===== config.mk =====
export PLATFORM = sky130hd
export DESIGN_NAME = wvm_mix_lane
export DESIGN_NICKNAME = d
export VERILOG_FILES = /design/src/hw/rtl/wvm_pkg.sv /design/src/hw/rtl/wvm_mix_lane.sv
export SDC_FILE = /design/constraint.sdc
export NUM_CORES = 2
export LEC_CHECK = 0
export BUFFER_PORTS_ARGS = -buffer_cell sky130_fd_sc_hd__clkbuf_2
export CAP_MARGIN = 20
export CORE_ASPECT_RATIO = 1.25
export CORE_MARGIN = 5
export CORE_UTILIZATION = 55
export CTS_CLUSTER_SIZE = 40
export DETAILED_ROUTE_END_ITERATION = 10
export PLACE_DENSITY = 0.74
export SLEW_MARGIN = 20
export SYNTH_ARGS = -nofsm -noshare
export SYNTH_HDL_FRONTEND = slang
export SYNTH_SLANG_ARGS = --single-unit

===== constraint.sdc =====
create_clock -name clk -period 11.5 [get_ports clk]
set_input_delay 1.725 -clock clk [delete_from_list [all_inputs] [get_ports clk]]
set_output_delay 1.725 -clock clk [all_outputs]
set_load 0.005 [all_outputs]

===== src/hw/rtl/wvm_pkg.sv =====
package wvm_pkg;

	// Build options
	localparam int MAX_WHEELS = 4;
	localparam int DEF_WHEELS = 4;

	// Field widths
	localparam int SPEED_W    = 16;
	localparam int COEF_W     = 16;
	localparam int LIM_W      = 15;
	localparam int CFG_IDX_W  = 8;
	localparam int CFG_DATA_W = 48;
	localparam int PROD_W     = 2 * SPEED_W;
	localparam int SUM_W      = PROD_W + 1;
	localparam int ABS_W      = PROD_W;
	localparam int MAG_W      = SPEED_W + 1;
	localparam int NUM_W      = 31;
	localparam int QUO_W      = LIM_W;

	// Q2.13 scaling
	localparam int FRAC_BITS = 13;

	// Register indexes
	localparam logic [CFG_IDX_W-1:0] REG_WHEEL0_COEF = 8'd0;
	localparam logic [CFG_IDX_W-1:0] REG_WHEEL1_COEF = 8'd1;
	localparam logic [CFG_IDX_W-1:0] REG_WHEEL2_COEF = 8'd2;
	localparam logic [CFG_IDX_W-1:0] REG_WHEEL3_COEF = 8'd3;
	localparam logic [CFG_IDX_W-1:0] REG_MAX_INPUT   = 8'd4;
	localparam logic [CFG_IDX_W-1:0] REG_MIN_INPUT   = 8'd5;
	localparam logic [CFG_IDX_W-1:0] REG_MAX_OUTPUT  = 8'd6;
	localparam logic [CFG_IDX_W-1:0] REG_MIN_OUTPUT  = 8'd7;

	// Pipeline stage numbers
	localparam int ST_CMD   = 1;
	localparam int ST_PROD  = 2;
	localparam int ST_SUM   = 3;
	localparam int ST_SPEED = 4;
	localparam int ST_MERGE = 5;
	localparam int ST_NUM   = 6;
	localparam int ST_DIV0  = 7;
	localparam int ST_OUT   = ST_DIV0 + QUO_W;
	localparam int STAGES   = ST_OUT;

	typedef logic signed [SPEED_W-1:0] speed_t;
	typedef logic [MAG_W-1:0] mag_t;

	// Stage enables for one mixing lane
	typedef struct packed {
		logic prod;
		logic sum;
		logic speed;
	} mix_en_t;

	// Side data carried along the divider stages
	typedef struct packed {
		logic [MAX_WHEELS-1:0][SPEED_W-1:0] speed;
		logic rescale;
	} wvm_meta_t;

endpackage


===== src/hw/rtl/wvm_mix_lane.sv =====
module wvm_mix_lane (
	input  logic                                clk,
	input  wvm_pkg::mix_en_t                    en,
	input  logic [wvm_pkg::CFG_DATA_W-1:0]      coef,
	input  wvm_pkg::speed_t                     cmd_x,
	input  wvm_pkg::speed_t                     cmd_y,
	input  wvm_pkg::speed_t                     cmd_yaw,
	output wvm_pkg::speed_t                     speed_s4,
	output wvm_pkg::mag_t                       mag_s4
);

	logic signed [wvm_pkg::PROD_W-1:0] prod_s2 [3];
	logic signed [wvm_pkg::SUM_W-1:0]  sum_s3;

	logic [wvm_pkg::ABS_W-1:0] abs_sum;
	logic [wvm_pkg::ABS_W-1:0] rnd;
	logic [wvm_pkg::ABS_W-1:0] lim;
	wvm_pkg::mag_t             mag_next;
	logic                      neg;

	// One product per command component
	always_ff @(posedge clk) begin
		if (en.prod) begin
			prod_s2[0] <= $signed(coef[15:0]) * cmd_x;
			prod_s2[1] <= $signed(coef[31:16]) * cmd_y;
			prod_s2[2] <= $signed(coef[47:32]) * cmd_yaw;
		end
	end

	// Exact dot product
	always_ff @(posedge clk) begin
		if (en.sum) begin
			sum_s3 <= wvm_pkg::SUM_W'(prod_s2[0]) + wvm_pkg::SUM_W'(prod_s2[1])
				+ wvm_pkg::SUM_W'(prod_s2[2]);
		end
	end

	// Back from Q2.13, round half away from zero, saturate
	always_comb begin
		neg     = sum_s3[wvm_pkg::SUM_W-1];
		abs_sum = neg ? wvm_pkg::ABS_W'(-sum_s3) : wvm_pkg::ABS_W'(sum_s3);
		rnd     = (abs_sum + (wvm_pkg::ABS_W'(1) << (wvm_pkg::FRAC_BITS - 1)))
			>> wvm_pkg::FRAC_BITS;
		lim     = neg ? wvm_pkg::ABS_W'(32768) : wvm_pkg::ABS_W'(32767);
		mag_next = (rnd > lim) ? wvm_pkg::MAG_W'(lim) : wvm_pkg::MAG_W'(rnd);
	end

	always_ff @(posedge clk) begin
		if (en.speed) begin
			mag_s4   <= mag_next;
			speed_s4 <= neg ? wvm_pkg::SPEED_W'(-mag_next) : wvm_pkg::SPEED_W'(mag_next);
		end
	end

endmodule


==> results by stage <==
Finish:
- The number of diodes is 0.
- From synthesis to final layout, the design area changed by 5.048%.
- At the end of the flow, the number of nets in the layout was 5191.
- The share of final-layout standard cells stronger than drive strength 1 is 5.063%.
- At the end of the flow the core is filled with cells to 58.25%.

Global routing:
- The total routing usage reported by global routing is 23.33%.
- The pin count of the biggest net entering global routing is 88.
- The initial antenna violation count came to 0.
- The wire length of the first global-routing pass is 143200 um.
- The number of global-route vias before repair is 29400.
- The sum of overflow across all layers after global routing is 0.

Drt:
- The detailed-route wire length is 84200 um.
- The vias after detailed routing is 26770.
- For this run, design rule violations remaining after detail routing come to 0.
- In the final routed layout, each cell accounts on average for 17.10 um.
- The count of nets left with antenna violations once routing finished came out at 0.
- After detailed routing, the number of vias per cell comes to 5.436.
- The length of the first detailed-routing pass in iterations is 5.
- The detailed router finished its first iteration with 1503 violations.

Yosys:
- The area share of the leading cell type in the synthesized netlist is 42.57%.
- For this run, the leading register cell type out of synthesis is sky130_fd_sc_hd__edfxtp_1.
- In this run, synthesis inferred 161 flip-flops with an integrated enable.
- The post-synth net total is 5158.
- The post-synthesis average cell area is 9.765 um^2.
- The synthesized design spends more area on one cell type than any other, namely sky130_fd_sc_hd__fa_1.
- The count of unique library cells instantiated by Yosys is 86.
- During synthesis, Yosys emitted a total of 0 warnings.
- The total of flip-flops plus latches after synthesis is 161.
- The sequential cell area fraction in the yosys report is 12.55%.
- The combined area of all synthesized cells is 0.03851 mm^2.
- The commonest cells after synthesis are sky130_fd_sc_hd__inv_1 (887), sky130_fd_sc_hd__fa_1 (819), sky130_fd_sc_hd__nand2_1 (407).
- In the synthesized netlist the async set-or-reset flop fraction comes to 0%.
- After synthesis, the cell types taking the most area are sky130_fd_sc_hd__fa_1 (43%), sky130_fd_sc_hd__edfxtp_1 (13%), sky130_fd_sc_hd__ha_1 (9.6%).
- Yosys instantiated no cell more often than sky130_fd_sc_hd__inv_1.
- The post-synthesis cell count is 3944.

Setup path:
- The peak fanout along the critical path is 16.
- Data on the critical path is required at its endpoint by 11.68 ns.
- The critical setup path kind is in -> reg.
- The signal arrival time at the worst endpoint is 8.05 ns.
- The worst setup path is captured at a flip-flop.
- The worst setup path is launched from a primary input.

STA:
- The count of final hold-check violations is 0.
- The headroom to the max-slew limit is 26.44%.
- At the pin with the least slew margin, the transition time is 1.094 ns.
- The worst hold margin is 0.7416 ns.
- After layout, the worst setup slack is 3.627 ns.
- The final worst-path cycle share is 68.46%.
- The total count of max-transition violations in the final report was 0.
- The sum of negative setup slack is 0 ns.
- On the final layout, the worst clock skew is 0.01284 ns.
- The worst path in the final design needs a cycle of 7.873 ns, including I/O delays and setup.
- Based on the critical path, the design can be clocked at up to 0.1270 GHz.
- The final count of negative-setup-slack endpoints is 0.
- Setup repair after global routing left no endpoint under its margin.

Floorplan:
- Measured along the x axis, the die boundary spans 246.7 um.
- The floorplan step defined a die boundary enclosing 0.07545 mm^2.
- The number of cell rows is 108.
- 133 I/O pins were placed.
- Once the floorplan was initialized, standard cells occupied 55.45% of the core.
- The total area inside the core boundary comes to 0.06946 mm^2.
- The chip height is 305.9 um.

Clocking:
- After clock tree synthesis, the clock-pin slew on the worst setup and hold paths is 0.07 ns.
- In this run the number of H-tree levels came out at 4.
- After clock tree synthesis, the repair step resized 0 gates.
- The number of clock sinks seen by CTS is 161.
- The number of buffers on the longest clock path is 2.
- The count of hold-fix buffers inserted at cts is 0.
- TritonCTS built the clock tree.
- The number of post-CTS setup repair buffers is 0.
- At the later pin of the worst-skew pair, clock insertion delay measures 0.43 ns.
- Clock tree synthesis selected as its root buffer the cell sky130_fd_sc_hd__clkbuf_16.
- The number of buffers added by the clock tree synthesis step is 17.

Place:
- OpenSTA, run right after detailed placement, puts the worst setup slack at 3.238 ns.
- The port buffer count is 132.
- The placed wire-length estimate after detailed placement is 70390 um.
- The final weighted congestion of routability-driven global placement is 0.9228.

Outcome:
- The flow ran to the end, and the final reports show no timing, DRC or antenna violations.

Worst hold path:
- In this run the worst hold path is classified as reg -> reg.

Flow run:
- Across the run, the number of max-cap violations was 0.
sequential cells by signal, indices dropped and copies added (netlist names):
register / flops
sum_s3: 33
prod_s2: 96
speed_s4: 16
mag_s4: 16
cell type report:
type / instances / area [um^2]
Clock buffer: 18 / 429.2
Clock inverter: 14 / 131.4
Fill cell: 5988 / 29000
Inverter: 887 / 3329
Multi-Input combinational cell: 2773 / 29860
Sequential cell: 161 / 4835
Tap cell: 935 / 1170
Timing Repair Buffer: 137 / 700.7
layer usage:
metal  vias to the layer above  global-route usage, %  wire length (um)
met5                         -                      0                 0
met4                         0                  9.241              3932
met3                       210                  2.169              3973
met2                       802                  41.83             43950
met1                     13590                  29.22             32340
li1                      12170                      -                 -
through the flow:
step	instances	area [um^2]
after CTS	4925	40460
after global placement	4893	39900
after detailed placement	4893	39900
after floorplan	3944	38510
final	4925	40460
after global routing	4925	40460
final timing paths:
kind,from,cells after the start,slack (ns),to
min,prod_s2[0][65],2,0.74,sum_s3[1]
max,coef[7],21,3.63,prod_s2[0][30]
max reg2reg,sum_s3[32],28,4.12,speed_s4[14]
min reg2reg,prod_s2[0][65],2,0.74,sum_s3[1]
layout by cell type, fill, tap and decap left out, types with 11 or more instances in the layout:
cell / Yosys / final
sky130_fd_sc_hd__clkbuf_16: 0 / 17
sky130_fd_sc_hd__a31oi_1: 21 / 21
sky130_fd_sc_hd__ha_1: 295 / 295
sky130_fd_sc_hd__a21o_1: 61 / 61
sky130_fd_sc_hd__a21oi_1: 99 / 99
sky130_fd_sc_hd__o21a_1: 14 / 14
sky130_fd_sc_hd__inv_1: 887 / 887
sky130_fd_sc_hd__nand4_1: 16 / 16
sky130_fd_sc_hd__or3_1: 14 / 14
sky130_fd_sc_hd__nor2b_1: 11 / 11
sky130_fd_sc_hd__nand2b_1: 28 / 28
sky130_fd_sc_hd__nand3_1: 22 / 22
sky130_fd_sc_hd__and3_1: 16 / 16
sky130_fd_sc_hd__xnor2_1: 122 / 122
sky130_fd_sc_hd__mux2i_1: 11 / 11
sky130_fd_sc_hd__nand2_1: 407 / 407
sky130_fd_sc_hd__clkbuf_2: 0 / 131
sky130_fd_sc_hd__edfxtp_1: 161 / 161
sky130_fd_sc_hd__nor4_1: 13 / 13
sky130_fd_sc_hd__and2_1: 381 / 381
sky130_fd_sc_hd__o21bai_1: 14 / 14
sky130_fd_sc_hd__fa_1: 819 / 819
sky130_fd_sc_hd__nor2_1: 113 / 113
sky130_fd_sc_hd__xor2_1: 40 / 40
sky130_fd_sc_hd__o21ai_0: 62 / 62
sky130_fd_sc_hd__nor3_1: 35 / 35
worst max-delay path: stages:
cell and delay [ns]:
sky130_fd_sc_hd__clkbuf_2 0.26, sky130_fd_sc_hd__and2_1 0.25, sky130_fd_sc_hd__fa_1 0.54, sky130_fd_sc_hd__inv_1 0.05, sky130_fd_sc_hd__fa_1 0.46, sky130_fd_sc_hd__fa_1 0.51, sky130_fd_sc_hd__fa_1 0.54, sky130_fd_sc_hd__inv_1 0.04
sky130_fd_sc_hd__fa_1 0.49, sky130_fd_sc_hd__fa_1 0.43, sky130_fd_sc_hd__ha_1 0.36, sky130_fd_sc_hd__a21o_1 0.17, sky130_fd_sc_hd__a21o_1 0.18, sky130_fd_sc_hd__a21oi_1 0.25, sky130_fd_sc_hd__o21ai_0 0.29, sky130_fd_sc_hd__o31a_1 0.40
sky130_fd_sc_hd__a221oi_1 0.38, sky130_fd_sc_hd__a211oi_1 0.15, sky130_fd_sc_hd__a41o_1 0.28, sky130_fd_sc_hd__o211ai_1 0.20, sky130_fd_sc_hd__xnor2_1 0.08
cell families (layout without fill, tap and decap cells):
logic type	Yosys count	after routing	synth area share [%]
flops	161	161	12.55
compound gates	377	377	6.491
buf+inv	1010	1056	9.908
simple gates	1102	1102	14.64
fa+ha+maj	1114	1114	52.15
xor+xnor	165	165	3.840
mux	14	14	0.4028
other cells	1	1	0.009737
Power is left out: the tool's default activity adds up to more than one toggle a clock period on the data nets, which glitch-free logic cannot reach.
